--- src/sv/esrdp_pkg.sv ---
package esrdp_pkg;

   localparam int unsigned CENTER_W = 12;
   localparam int unsigned GAIN_W   = 4;
   localparam int unsigned LIMIT_W  = 7;
   localparam int unsigned STEP_W   = 7;
   localparam int unsigned SPEED_W  = 8;
   localparam int unsigned INDEX_W  = 7;
   localparam int unsigned PULSE_W  = 12;
   localparam int unsigned CSR_IDX_W  = 2;
   localparam int unsigned CSR_DATA_W = 12;

   localparam logic [CENTER_W-1:0] CENTER_RST = 12'd1500;
   localparam logic [GAIN_W-1:0]   GAIN_RST   = 4'd5;
   localparam logic [LIMIT_W-1:0]  LIMIT_RST  = 7'd100;
   localparam logic [STEP_W-1:0]   STEP_RST   = 7'd10;

   typedef enum logic [1:0] {
      PHASE_IDLE = 2'd0,
      PHASE_RAMP = 2'd1,
      PHASE_RUN  = 2'd2
   } phase_type;

   typedef enum logic [CSR_IDX_W-1:0] {
      CSR_CENTER = 2'd0,
      CSR_GAIN   = 2'd1,
      CSR_LIMIT  = 2'd2,
      CSR_STEP   = 2'd3
   } csr_index_type;

   typedef struct packed {
      logic [CENTER_W-1:0] center;
      logic [GAIN_W-1:0]   gain;
      logic [LIMIT_W-1:0]  limit;
      logic [STEP_W-1:0]   step;
   } cfg_type;

   typedef struct packed {
      logic                      prev_a;
      logic signed [SPEED_W-1:0] setpoint;
      logic                      coarse;
      phase_type                 phase;
      logic [INDEX_W-1:0]        ramp_index;
   } state_type;

   typedef struct packed {
      logic enc_a;
      logic enc_b;
      logic mode_press;
      logic deadman_held;
      logic ramp_tick;
   } sample_type;

   typedef struct packed {
      logic                      drive_enable;
      logic [PULSE_W-1:0]        pulse_fwd;
      logic [PULSE_W-1:0]        pulse_rev;
      phase_type                 phase;
      logic signed [SPEED_W-1:0] shown_speed;
      logic signed [SPEED_W-1:0] target_speed;
      logic                      coarse_active;
   } result_type;

endpackage

--- src/sv/esrdp_step.sv ---
module esrdp_step (
   input  esrdp_pkg::cfg_type    cfg,
   input  esrdp_pkg::state_type  state,
   input  esrdp_pkg::sample_type sample,
   output esrdp_pkg::state_type  state_nx,
   output esrdp_pkg::result_type result
);
   import esrdp_pkg::*;

   function automatic logic [PULSE_W-1:0] sat_pulse(input logic signed [13:0] v);
      logic [PULSE_W-1:0] r;
      if (v < 0) begin
         r = '0;
      end else if (v > 14'sd4095) begin
         r = '1;
      end else begin
         r = v[PULSE_W-1:0];
      end
      return r;
   endfunction

   logic                      idle;
   logic                      coarse_nx;
   logic                      a_rise;
   logic signed [9:0]         step_s;
   logic signed [9:0]         lim_s;
   logic signed [9:0]         sp_sum;
   logic signed [9:0]         sp_clamp;
   logic signed [SPEED_W-1:0] sp_nx;
   logic [SPEED_W-1:0]        sp_neg;
   logic [INDEX_W-1:0]        mag;
   logic                      drive;
   phase_type                 phase_nx;
   logic [INDEX_W-1:0]        idx_nx;
   logic signed [SPEED_W-1:0] speed;
   logic signed [12:0]        gain_s;
   logic signed [12:0]        speed_s;
   logic signed [12:0]        delta;
   logic signed [13:0]        fwd_sum;
   logic signed [13:0]        rev_sum;

   // setpoint update, only while idle
   always_comb begin
      idle      = (state.phase == PHASE_IDLE);
      coarse_nx = (idle && sample.mode_press) ? ~state.coarse : state.coarse;
      a_rise    = !state.prev_a && sample.enc_a;
      step_s    = coarse_nx ? signed'({3'b000, cfg.step}) : 10'sd1;
      lim_s     = signed'({3'b000, cfg.limit});
      sp_sum    = 10'(state.setpoint);
      if (a_rise) begin
         sp_sum = sample.enc_b ? sp_sum + step_s : sp_sum - step_s;
      end
      if (sp_sum > lim_s) begin
         sp_clamp = lim_s;
      end else if (sp_sum < -lim_s) begin
         sp_clamp = -lim_s;
      end else begin
         sp_clamp = sp_sum;
      end
      sp_nx  = idle ? sp_clamp[SPEED_W-1:0] : state.setpoint;
      sp_neg = 8'(-sp_nx);
      mag    = sp_nx[SPEED_W-1] ? sp_neg[INDEX_W-1:0] : sp_nx[INDEX_W-1:0];
   end

   // ramp
   always_comb begin
      drive    = sample.deadman_held && (sp_nx != '0);
      phase_nx = state.phase;
      idx_nx   = state.ramp_index;
      if (drive) begin
         case (state.phase)
            PHASE_IDLE: begin
               phase_nx = PHASE_RAMP;
               idx_nx   = '0;
            end
            PHASE_RAMP: begin
               if (sample.ramp_tick) begin
                  idx_nx = state.ramp_index + 7'd1;
               end
            end
            default: ;
         endcase
         if (phase_nx == PHASE_RAMP && idx_nx >= mag) begin
            phase_nx = PHASE_RUN;
         end
         if (phase_nx == PHASE_RUN) begin
            idx_nx = mag;
         end
      end else begin
         phase_nx = PHASE_IDLE;
         idx_nx   = '0;
      end
   end

   // pulse widths
   always_comb begin
      if (!drive) begin
         speed = '0;
      end else if (sp_nx[SPEED_W-1]) begin
         speed = -signed'({1'b0, idx_nx});
      end else begin
         speed = signed'({1'b0, idx_nx});
      end
      gain_s  = signed'({9'd0, cfg.gain});
      speed_s = 13'(speed);
      delta   = gain_s * speed_s;
      fwd_sum = signed'({2'b00, cfg.center}) + 14'(delta);
      rev_sum = signed'({2'b00, cfg.center}) - 14'(delta);
   end

   always_comb begin
      state_nx.prev_a     = sample.enc_a;
      state_nx.setpoint   = sp_nx;
      state_nx.coarse     = coarse_nx;
      state_nx.phase      = phase_nx;
      state_nx.ramp_index = idx_nx;

      result.drive_enable  = drive;
      result.pulse_fwd     = drive ? sat_pulse(fwd_sum) : '0;
      result.pulse_rev     = drive ? sat_pulse(rev_sum) : '0;
      result.phase         = phase_nx;
      result.shown_speed   = speed;
      result.target_speed  = sp_nx;
      result.coarse_active = coarse_nx;
   end

endmodule

--- src/sv/encoder_speed_ramp_dual_pulse_core.sv ---
// channel | direction | handshake        | payload
// req     | in        | req_valid/ready  | enc_a, enc_b, mode_press, deadman_held, ramp_tick
// rsp     | out       | rsp_valid/ready  | drive_enable, pulse_fwd/rev, phase_code, speeds, coarse
// csr     | in        | csr_we           | csr_index, csr_wdata (no read-back)
//
// One word in, one word out. A word passes through the input register, then the whole
// update (setpoint, ramp, pulse multiply and saturate) into the result register.
// Sustains one word per cycle if rsp is ready; state advances only when a word moves
// into the result register. A stalled rsp holds its word and backs up req after one
// word. Synchronous active-high reset restores register defaults and idle drive state.
module encoder_speed_ramp_dual_pulse_core (
   input  logic                                 clock,
   input  logic                                 reset,
   input  logic                                 req_valid,
   output logic                                 req_ready,
   input  logic                                 req_enc_a,
   input  logic                                 req_enc_b,
   input  logic                                 req_mode_press,
   input  logic                                 req_deadman_held,
   input  logic                                 req_ramp_tick,
   output logic                                 rsp_valid,
   input  logic                                 rsp_ready,
   output logic                                 rsp_drive_enable,
   output logic [esrdp_pkg::PULSE_W-1:0]        rsp_pulse_fwd,
   output logic [esrdp_pkg::PULSE_W-1:0]        rsp_pulse_rev,
   output logic [1:0]                           rsp_phase_code,
   output logic signed [esrdp_pkg::SPEED_W-1:0] rsp_shown_speed,
   output logic signed [esrdp_pkg::SPEED_W-1:0] rsp_target_speed,
   output logic                                 rsp_coarse_active,
   input  logic                                 csr_we,
   input  logic [esrdp_pkg::CSR_IDX_W-1:0]      csr_index,
   input  logic [esrdp_pkg::CSR_DATA_W-1:0]     csr_wdata
);
   import esrdp_pkg::*;

   cfg_type    cfg_ff, cfg_in;
   state_type  state_ff, state_in;
   sample_type sample_ff;
   logic       in_valid_ff, in_valid_in;
   result_type result_ff;
   logic       rsp_valid_ff, rsp_valid_in;
   state_type  step_state;
   result_type step_result;
   logic       advance;

   esrdp_step u_step (
      .cfg      (cfg_ff),
      .state    (state_ff),
      .sample   (sample_ff),
      .state_nx (step_state),
      .result   (step_result)
   );

   assign advance   = in_valid_ff && (!rsp_valid_ff || rsp_ready);
   assign req_ready = !in_valid_ff || advance;

   always_comb begin
      cfg_in = cfg_ff;
      if (csr_we) begin
         case (csr_index_type'(csr_index))
            CSR_CENTER: cfg_in.center = csr_wdata[CENTER_W-1:0];
            CSR_GAIN:   cfg_in.gain   = csr_wdata[GAIN_W-1:0];
            CSR_LIMIT:  cfg_in.limit  = csr_wdata[LIMIT_W-1:0];
            CSR_STEP:   cfg_in.step   = csr_wdata[STEP_W-1:0];
            default: ;
         endcase
      end
      state_in     = advance ? step_state : state_ff;
      in_valid_in  = (req_valid && req_ready) || (in_valid_ff && !advance);
      rsp_valid_in = advance || (rsp_valid_ff && !rsp_ready);
   end

   always_ff @(posedge clock) begin
      if (reset) begin
         cfg_ff.center       <= CENTER_RST;
         cfg_ff.gain         <= GAIN_RST;
         cfg_ff.limit        <= LIMIT_RST;
         cfg_ff.step         <= STEP_RST;
         state_ff.prev_a     <= 1'b0;
         state_ff.setpoint   <= '0;
         state_ff.coarse     <= 1'b1;
         state_ff.phase      <= PHASE_IDLE;
         state_ff.ramp_index <= '0;
         in_valid_ff         <= 1'b0;
         rsp_valid_ff        <= 1'b0;
      end else begin
         cfg_ff       <= cfg_in;
         state_ff     <= state_in;
         in_valid_ff  <= in_valid_in;
         rsp_valid_ff <= rsp_valid_in;
      end
   end

   always_ff @(posedge clock) begin
      if (req_valid && req_ready) begin
         sample_ff.enc_a        <= req_enc_a;
         sample_ff.enc_b        <= req_enc_b;
         sample_ff.mode_press   <= req_mode_press;
         sample_ff.deadman_held <= req_deadman_held;
         sample_ff.ramp_tick    <= req_ramp_tick;
      end
      if (advance) begin
         result_ff <= step_result;
      end
   end

   assign rsp_valid         = rsp_valid_ff;
   assign rsp_drive_enable  = result_ff.drive_enable;
   assign rsp_pulse_fwd     = result_ff.pulse_fwd;
   assign rsp_pulse_rev     = result_ff.pulse_rev;
   assign rsp_phase_code    = result_ff.phase;
   assign rsp_shown_speed   = result_ff.shown_speed;
   assign rsp_target_speed  = result_ff.target_speed;
   assign rsp_coarse_active = result_ff.coarse_active;

   // detached drive shows no pulses and no speed
   a_detached_quiet : assert property (@(posedge clock) disable iff (reset)
      rsp_valid_ff && !result_ff.drive_enable |->
         result_ff.pulse_fwd == '0 && result_ff.pulse_rev == '0
         && result_ff.shown_speed == '0)
      else $error("detached word carries pulse or speed");

   a_idle_index_zero : assert property (@(posedge clock) disable iff (reset)
      state_ff.phase == PHASE_IDLE |-> state_ff.ramp_index == '0)
      else $error("ramp index not cleared in idle");

   a_driving_nonzero : assert property (@(posedge clock) disable iff (reset)
      state_ff.phase != PHASE_IDLE |-> state_ff.setpoint != '0)
      else $error("driving with zero setpoint");

   // setpoint frozen while the drive is active
   a_setpoint_frozen : assert property (@(posedge clock) disable iff (reset)
      advance && state_ff.phase != PHASE_IDLE |=>
         state_ff.setpoint == $past(state_ff.setpoint))
      else $error("setpoint moved while driving");

endmodule
--- config.mk ---
export PLATFORM = sky130hd
export DESIGN_NAME = encoder_speed_ramp_dual_pulse_core
export DESIGN_NICKNAME = d
export VERILOG_FILES = /design/src/sv/esrdp_pkg.sv /design/src/sv/esrdp_step.sv /design/src/sv/encoder_speed_ramp_dual_pulse_core.sv
export SDC_FILE = /design/constraint.sdc
export NUM_CORES = 1
export LEC_CHECK = 0
export BUFFER_PORTS_ARGS = -buffer_cell sky130_fd_sc_hd__buf_2
export CORE_MARGIN = 10
export CORE_UTILIZATION = 30
export DETAILED_ROUTE_END_ITERATION = 6
export SKIP_LAST_GASP = 1
export SYNTH_ARGS = -nofsm -noshare
export SYNTH_HDL_FRONTEND = slang
export SYNTH_SLANG_ARGS = --single-unit
--- constraint.sdc ---
create_clock -name clock -period 25.1 [get_ports clock]
set_input_delay 5.02 -clock clock [delete_from_list [all_inputs] [get_ports clock]]
set_output_delay 5.02 -clock clock [all_outputs]
set_load 0.005 [all_outputs]
After elaboration in Yosys (flattened, before gate mapping)
Index checks and enable logic that the tools add are counted.
{"block": "totals", "mem_count": 0, "out_inout_bits": 46, "latchBits": 0, "mem_bits_rw": 0, "reg_bits": 100, "word_cells": 95, "mem_bits_ro": 0}
{"block": "op_classes", "mux": 22, "shift": 0, "add_sub_neg": 8, "bitwise": 2, "n_mul": 1, "order_cmp": 7, "div": 0, "eq_ne": 6, "n_reduce_logical": 26}
{"op": "7-bit 2-to-1 mux", "count": 6}
{"op": "8-bit 2-to-1 mux", "count": 5}
{"op": "14-bit by 13-bit > comparator with 1-bit output (second input constant)", "count": 2}
{"op": "14-bit by 1-bit < comparator with 1-bit output (second input constant)", "count": 2}
{"op": "12-bit 2-to-1 mux", "count": 2}
{"op": "10-bit 2-to-1 mux", "count": 2}
{"op": "13-bit by 13-bit adder with 14-bit output", "count": 1}
{"op": "7-bit one-hot mux with 2 select lines", "count": 1}
{"op": "13-bit by 13-bit subtractor with 14-bit output", "count": 1}
{"op": "5-bit by 8-bit multiplier with 13-bit output", "count": 1}
{"op": "10-bit by 8-bit > comparator with 1-bit output", "count": 1}
{"op": "10-bit < comparator", "count": 1}
{"op": "2-bit 2-to-1 mux", "count": 5}
{"op": "7-bit negator with 10-bit output", "count": 1}
{"op": "8-bit by 8-bit adder with 9-bit output", "count": 1}
{"op": "8-bit by 8-bit subtractor with 9-bit output", "count": 1}
{"op": "1-bit logical AND", "count": 8}
{"op": "7-bit negator with 8-bit output", "count": 1}
{"op": "2-bit AND reduction", "count": 4}
{"op": "8-bit nonzero test", "count": 1}
{"op": "7-bit by 1-bit adder with 7-bit output (second input constant)", "count": 1}
{"op": "7-bit greater-or-equal comparator", "count": 1}
{"op": "7-bit negator", "count": 1}
{"op": "2-bit by 1-bit equality test with 1-bit output (second input constant)", "count": 3}
{"op": "other kinds (7)", "count": 19}

Longest topological paths before layout
Gate-level depths: netlist of the first run.
{"block": "depth", "ltp_word": 28, "mapped_depth": 69, "ltp_nobuf": 64}

Modules after synthesis
A second synthesis of the first run with hierarchy kept.
{"block": "unflattened", "hier_cells": 1118, "area_unflattened_um2": 9526.6}
{"mod": "esrdp_step", "seq_area_each_um2": 0.0, "n_inst": 1, "cells_each": 855, "area_each_um2": 6008.3}
{"mod": "encoder_speed_ramp_dual_pulse_core", "seq_area_each_um2": 2492.4, "n_inst": 1, "cells_each": 263, "area_each_um2": 3518.4}

Worst setup path before layout of the first run
OpenSTA, ideal clock, no wires.
{"block": "synth_path", "path_kind": "reg-to-reg", "from": "register state_ff[8] in the netlist's numbering", "to": "register result_ff, in the netlist rsp_pulse_fwd[10], data pin", "slack_ns": 12.379, "t_required_ns": 24.813, "t_arrival_ns": 12.434, "path_stages_with_launch": 64, "synth_period_minus_slack_ns": 12.721, "setup_time_ns": 0.287, "cell_sequence": "dfxtp_1 -> buf_2 -> nor3b_4 -> xnor2_1 -> inv_1 -> clkbuf_1 -> nand2_1 -> ha_1 -> nor2_1 -> nor2_1 -> o21ai_0 -> o21ai_0 -> a31oi_1 -> ha_1 -> o21ai_0 -> a21oi_1 -> o41ai_1 -> xor2_1 -> [... 28 more ...] -> fa_1 -> inv_1 -> fa_1 -> ha_1 -> nor2b_1 -> o21ai_0 -> a21boi_0 -> o21ai_0 -> a21boi_0 -> o21ai_0 -> nand2_1 -> xor2_1 -> ha_1 -> a21oi_1 -> o21ai_0 -> a21oi_1 -> clkbuf_1 -> a221oi_1"}
{"item": "start: declaration", "line": "encoder_speed_ramp_dual_pulse_core.sv:37", "text": "state_type state_ff, state_in;"}
{"item": "start signal: assignment", "line": "encoder_speed_ramp_dual_pulse_core.sv:88", "text": "state_ff <= state_in;"}
{"item": "end signal: assignment", "line": "encoder_speed_ramp_dual_pulse_core.sv:103", "text": "result_ff <= step_result;"}
{"item": "end: declaration", "line": "encoder_speed_ramp_dual_pulse_core.sv:40", "text": "result_type result_ff;"}

==> results.md, run 1 <==
- Status: complete, no violations
- Crit path top cell by count: o21ai_0
- Final RePlAce weighted congestion: 0.9258
- Post-synth top cells: nand2_1 (96), ha_1 (84), inv_1 (82)
- Clock-pin slew on the worst setup and hold paths: 70 ps
- WL/cell: 16.53 µm
- Share of post-route cells with drive strength above 1: 13.16%
- Hold Crit Depth: 2
- Cell depth of the worst setup path: 59
- Post-route DRC: 0
- Max-slew headroom: 18.75%
- CP top delay family: compound AO/OA/AOI/OAI gates
- Startpoint types: flip-flop
- Pint: 0.4014 mW
- Core Box Area: 27860 µm²
- DR iter-0 viols: 506
- Crit path DAT: 14560 ps
- Clock sink count: 100
- Vias in the first global route: 6732
- XOR/XNOR Fraction of Synth Area: 5.829%
- CP Capture Type: flip-flop
- Synth top area share: 17.36%
- Multiplexer area fraction after synthesis: 1.697%
- Clock Latency Late Sink: 360 ps
- Count of final setup violators: 0
- Final #Nets: 1126
- Post-CTS sizing: 0
- Total CTS buffers: 9
- # diodes: 0
- Seq cells post-synth: 100
- Final wirelength: 22830 µm
- Flop pwr share: 29.5%
- Worst-Margin Slew: 1219 ps
- CTS H-tree lvls: 3
- Sum Neg Setup Slack: 0 ps
- Die height: 188.1 µm
- Core Rows: 61
- Synth cell types: 81
- Final Hold Vio Count: 0
- Drt first pass iters: 5
- Max Cap Viol: 0
- First-pass GRT wire length: 36280 µm
- CP Buf/Inv Count: 6
- PwrDens: 73.75 nW/µm²
- Top cells by area, synth: edfxtp_1 (17%), ha_1 (12%), dfxtp_1 (12%), fa_1 (4.7%), nand2_1 (4.3%)
- Most common cell in the netlist: nand2_1
- Max Freq: 68.97 MHz
- Post-layout util: 33.81%
- Final Skew: 12.54 ps
- YS warnings: 0
- CTS tree: built
- Postcts setup bufs: 0
- Largest net degree at the start of global routing: 61
- Register area: 2492 µm²
- Die width: 188.1 µm
- Port Buffers: 69
- Main synth FF type: dfxtp_1
- Post-Syn Nets: 1083
- Avg Vias per Cell: 5.136
- Ys async rst share: 0%
- Multi-input gate area: 5489 µm²
- Clock buffer depth: 2
- Fillers: 2863
- Post-synthesis compound-gate area fraction: 22.42%
- Switching fraction of total power: 42.20%
- Tightest Hold Check Type: flip-flop to flip-flop
- Max rail drop VDD: 0.03654 mV
- Vias: 7093
- Leak Pwr: 4.012 nW
- Fin crit share: 57.77%
- CP max FO: 16
- Sequential-to-total area share from yosys stat: 29.40%
- Area growth, synth to finish: 11.08%
- Synth Area in Adders: 17.12%
- Slew Viols, Final: 0
- Required @ worst endpoint: 25160 ps
- Detailed placement HPWL: 17730 µm
- Synthesized instance count: 955
- Post-synth EDFFs: 49
- CP max stage cell: a21oi_1
- Unrepaired setup endpoints after global routing: no
- Minimum clock period: 14500 ps
- Synth Cell Area: 8478 µm²
- Syn_area_per_cell: 8.878 µm²
- Largest family of logic cells by synthesized area: compound AO/OA/AOI/OAI gates
- Crit Path Category: flip-flop to flip-flop
- FF-to-FF path depth: 59
- Crit path largest cell delay: 980 ps
- Simple-gate share of the synthesized area: 17.62%
- Psw: 0.2931 mW
- Clk root buf: clkbuf_16
- Hold Buf Count CTS: 0
- Total Routing Usage GR: 12.57%
- Antenna-violating nets left: 0
- Area leader, netlist: edfxtp_1
- Clock network fraction of design power: 19.0%
- Combinational Power Share: 51.5%
- IO Pins: 70
- Initial antenna violation count: 0
- Initial Util: 30.43%
- Total global routing overflow: 0
- Die area: 35390 µm²
final cells by class:
| class | count | share of cell area, % |
|---|---|---|
| sequential | 100 | 26.46 |
| timing repair buffer | 75 | 4.145 |
| inverter | 83 | 3.308 |
| multi-input combinational | 729 | 58.28 |
| clock inverter | 5 | 0.3056 |
| clock buffer | 11 | 2.471 |
| tap | 378 | 5.022 |
final timing paths:
check,from,endpoint,slack [ps]
min,cfg_ff[10],cfg_ff[10],490
min reg2reg,cfg_ff[10],cfg_ff[10],490
max reg2reg,state_ff[8],rsp_pulse_rev[0],10600
max,state_ff[8],rsp_pulse_rev[0],10600
metal layers:
| layer | wire [µm] | share of wire, % | GRT usage [%] |
|---|---|---|---|
| met1 | 10870 | 48 | 16.87 |
| met2 | 10300 | 45 | 19.68 |
| met3 | 1296 | 5.7 | 2.746 |
| met4 | 365 | 1.6 | 3.754 |
| met5 | 0 | 0 | 0 |
worst reg2reg max path, delay by kind of cell (launching register included):
| kind | cells | cell delay, ps |
|---|---|---|
| AO/OA/AOI/OAI | 28 | 6540 |
| adder cells (fa/ha/maj) | 9 | 3060 |
| XOR/XNOR | 6 | 1990 |
| AND/OR/NAND/NOR | 10 | 1340 |
| buffers and inverters | 6 | 720 |
| flip-flops | 1 | 560 |
power by group through the flow:
stage	clock [mW]	sequential (mW)	combinational, mW
after floorplan	0	0.205	0.275
after global placement	0	0.209	0.350
after detailed placement	0	0.209	0.353
after CTS	0.135	0.205	0.356
after global routing	0.141	0.207	0.398
final	0.132	0.205	0.357
through the flow:
stage	power [mW]	setup WS, ps	hold slack, ps	instance area [µm²]	cells
2_1_floorplan	0.4801	12380	444.9	8478	955
3_3_place_gp	0.5593	11260	465.4	9156	1365
3_5_place_dp	0.5624	10850	479.7	9156	1365
4_1_cts	0.6970	10740	490.0	9418	1381
5_1_grt	0.7461	9368	513.5	9418	1381
6_report	0.6945	10600	488.9	9418	1381
kinds of logic (layout without fill, tap and decap cells):
group                      after synthesis  after routing
AOI/OAI and AO/OA                      254            254
xor gates and xnor gates                53             53
adders and majority gates              104            104
buffers and inverters                  126            174
DFF                                    100            100
muxes                                   14             14
and+or+nand+nor                        304            304
registers in the layout, indices dropped and copies added (netlist names), 2 cells and up:
signal and cells:
cfg_ff 30, rsp_phase_code 2, state_ff 19, rsp_target_speed 8, sample_ff 5, rsp_pulse_rev 12
rsp_pulse_fwd 12, rsp_shown_speed 8
layout by cell type (no fill, tap or decap), drive strengths merged, types with 7 or more instances in the layout:
cell type and instances:
a211o 13, a211oi 24, a21o 12, a21oi 71, a221oi 13, and2 19
and3 7, buf 75, clkbuf 11, dfxtp 51, edfxtp 49, fa 20
ha 84, inv 83, mux2i 11, nand2 96, nand2b 14, nand3 22
nand3b 7, nor2 71, nor2b 24, nor3 16, o211ai 7, o21a 7
o21ai 41, o31ai 10, xnor2 34, xor2 17
(Power assumes the default switching activity.)
==> run 2: changes to the inputs <==
==> constraint.sdc (replaced) <==
create_clock -name clock -period 13.5 [get_ports clock]
set_input_delay 2.7 -clock clock [delete_from_list [all_inputs] [get_ports clock]]
set_output_delay 2.7 -clock clock [all_outputs]
set_load 0.005 [all_outputs]
==> run 2 against run 1 <==
Net effect:
- sequential cell count stayed put
- maximum frequency is 14% higher
- non-clock buffer count is 31 higher
- worst hold slack worse by 11 ps
- sequential share of layout area is 1.2 points lower
- largest cell class unchanged
- setup slack worse by 9900 ps
- highest routed layer unchanged
- largest power group unchanged
- wire length is 1.5% higher
- cell count is 2.3% higher
- clock-buffer cell count is 1 higher
- first-iteration DRC count is 4.0% lower
==> results.md, run 2 (synthesized netlist as in run 1, its figures left out) <==
- Tightest Hold Check Type: flip-flop to flip-flop
- Clock network fraction of design power: 18.9% (about the same)
- PwrDens: 143.0 nW/µm² (+94%)
- CP top delay family: compound AO/OA/AOI/OAI gates
- Worst-Margin Slew: 1014 ps (-205.2 ps)
- Count of final setup violators: 0 (unchanged)
- Switching fraction of total power: 40.59% (-1.6 points)
- Final #Nets: 1158 (+2.8%)
- Max Cap Viol: 0 (unchanged)
- Post-layout util: 35.41% (+1.6 points)
- Largest regs: cfg_ff: 30 flops, state_ff: 19 flops
- Top Metal Used: met4
- Multi-input gate area: 5670 µm² (+3.3%)
- Clock buffer depth: 2 (unchanged)
- Startpoint types: flip-flop
- CP max stage cell: xor3_4
- Worst hold margin: 478.0 ps (-10.94 ps)
- Flop pwr share: 26.9% (-2.6 points)
- Area growth, synth to finish: 16.37%
- Max reg flops: 30 (unchanged)
- Total CTS buffers: 9 (unchanged)
- Clk root buf: clkbuf_16
- Die width: 188.1 µm (unchanged)
- CP Capture Type: flip-flop
- Detailed placement HPWL: 17630 µm (-0.57%)
- Fin crit share: 94.51% (+37 points)
- Hold Buf Count CTS: 0 (unchanged)
- Crit path DAT: 12940 ps (-1620 ps)
- Initial antenna violation count: 0 (unchanged)
- Antenna-violating nets left: 0 (unchanged)
- Initial Util: 30.43% (unchanged)
- CP Buf/Inv Count: 6 (unchanged)
- Largest Register: cfg_ff
- Die area: 35390 µm² (unchanged)
- IO Pins: 70 (unchanged)
- Required @ worst endpoint: 13680 ps (-11480 ps)
- Slew Viols, Final: 0 (unchanged)
- Avg Vias per Cell: 5.168 (+0.63%)
- Register area: 2494 µm² (about the same)
- WL/cell: 16.40 µm (-0.77%)
- Port Buffers: 69 (unchanged)
- Clock sink count: 100 (unchanged)
- Sum Neg Setup Slack: 0 ps (unchanged)
- Total global routing overflow: 0 (unchanged)
- Largest net degree at the start of global routing: 61 (unchanged)
- CTS tree: built
- Combinational Power Share: 54.1% (+2.6 points)
- First-pass GRT wire length: 36510 µm (+0.63%)
- Final wirelength: 23180 µm (+1.5%)
- Commonest non-fill, non-tap cells in the layout: nand2_1 (95), inv_1 (81), ha_1 (81), nor2_1 (69), buf_2 (69)
- Minimum clock period: 12760 ps (-1741 ps)
- DR iter-0 viols: 486 (-4.0%)
- Vias: 7303 (+3.0%)
- Max Freq: 78.38 MHz (+14%)
- Most common cell after layout, fill and taps aside: nand2_1
- Crit path largest cell delay: 540 ps (-440 ps)
- Crit path top cell by count: ha_1
- Met3 WL: 1482 µm (+14%)
- Clock Latency Late Sink: 350 ps (about the same)
- Total Power: 1.411 mW (+100%)
- Clock-pin slew on the worst setup and hold paths: 70 ps (about the same)
- Leak Pwr: 4.202 nW (+4.7%)
- Post-route DRC: 0 (unchanged)
- Drt first pass iters: 5 (unchanged)
- Max rail drop VDD: 0.06754 mV (+85%)
- Total Routing Usage GR: 12.52% (-0.047 points)
- Met1 Wirelength: 10750 µm (-1.1%)
- Fillers: 2851 (-0.42%)
- Vias in the first global route: 6816 (+1.2%)
- WL met2: 10640 µm (+3.3%)
- Psw: 0.5728 mW (+95%)
- Final Skew: 10.04 ps (-2.501 ps)
- Status: complete, no violations
- Share of post-route cells with drive strength above 1: 18.26% (+5.1 points)
- Max-slew headroom: 32.43% (+14 points)
- Die height: 188.1 µm (unchanged)
- CP max FO: 12 (-4)
- Crit Path Category: flip-flop to flip-flop
- Final Hold Vio Count: 0 (unchanged)
- Final RePlAce weighted congestion: 0.9001 (-2.8%)
- Core Box Area: 27860 µm² (unchanged)
- Core Rows: 61 (unchanged)
- # diodes: 0 (unchanged)
- CTS H-tree lvls: 3 (unchanged)
- Pint: 0.8382 mW (+110%)
[run 2: worst min-delay path: stages, from the launching register on]
cell and delay (ps):
dfxtp_1 330, nand2_1 60, a21oi_1 50
[run 2: per-layer routing]
layer / track usage (%) / vias to the layer above
li1: - / 3552
met1: 17.10 / 3521
met2: 19.36 / 212
met3: 2.764 / 18
met4: 3.415 / 0
met5: 0 / -
[run 2: path summary, 6_finish.rpt]
check                            startpoint          endpoint  slack, ps  cells past startpoint
worst min-delay path             cfg_ff[11]        cfg_ff[11]        480                      2
worst min register to register   cfg_ff[11]        cfg_ff[11]        480                      2
worst max-delay path            state_ff[7]  rsp_pulse_rev[0]        740                     56
worst max register to register  state_ff[7]  rsp_pulse_rev[0]        740                     56
[run 2: area by class of cell]
type / instances / share of cell area, %
clock buffer: 12 / 2.498
timing repair buffer: 106 / 6.316
multi-input combinational: 730 / 57.48
sequential: 100 / 25.28
clock inverter: 4 / 0.4819
inverter: 83 / 3.158
tap: 378 / 4.794
[run 2: power groups by stage]
stage	clock (mW)	sequential [mW]	combinational [mW]
after floorplan	0	0.382	0.511
after global placement	0	0.387	0.673
after detailed placement	0	0.387	0.679
after CTS	0.274	0.380	0.686
after global routing	0.285	0.384	0.839
final	0.267	0.380	0.764
[run 2: what timing repair did]
action | in CTS | in global routing
endpoints found under the setup margin | 21 | 24
pin swaps | 0 | 10
gates resized for setup | 2 | 41
buffers inserted | 0 | 16
gates cloned | 0 | 1
[run 2: stage by stage]
step           cell area, µm²  cells  worst slack [ps]
2_1_floorplan            8478    955             779.0
3_3_place_gp             9269   1380             233.2
3_5_place_dp             9269   1380            -65.75
4_1_cts                  9570   1396             56.79
5_1_grt                  9866   1413            -95.09
6_report                 9866   1413             741.7
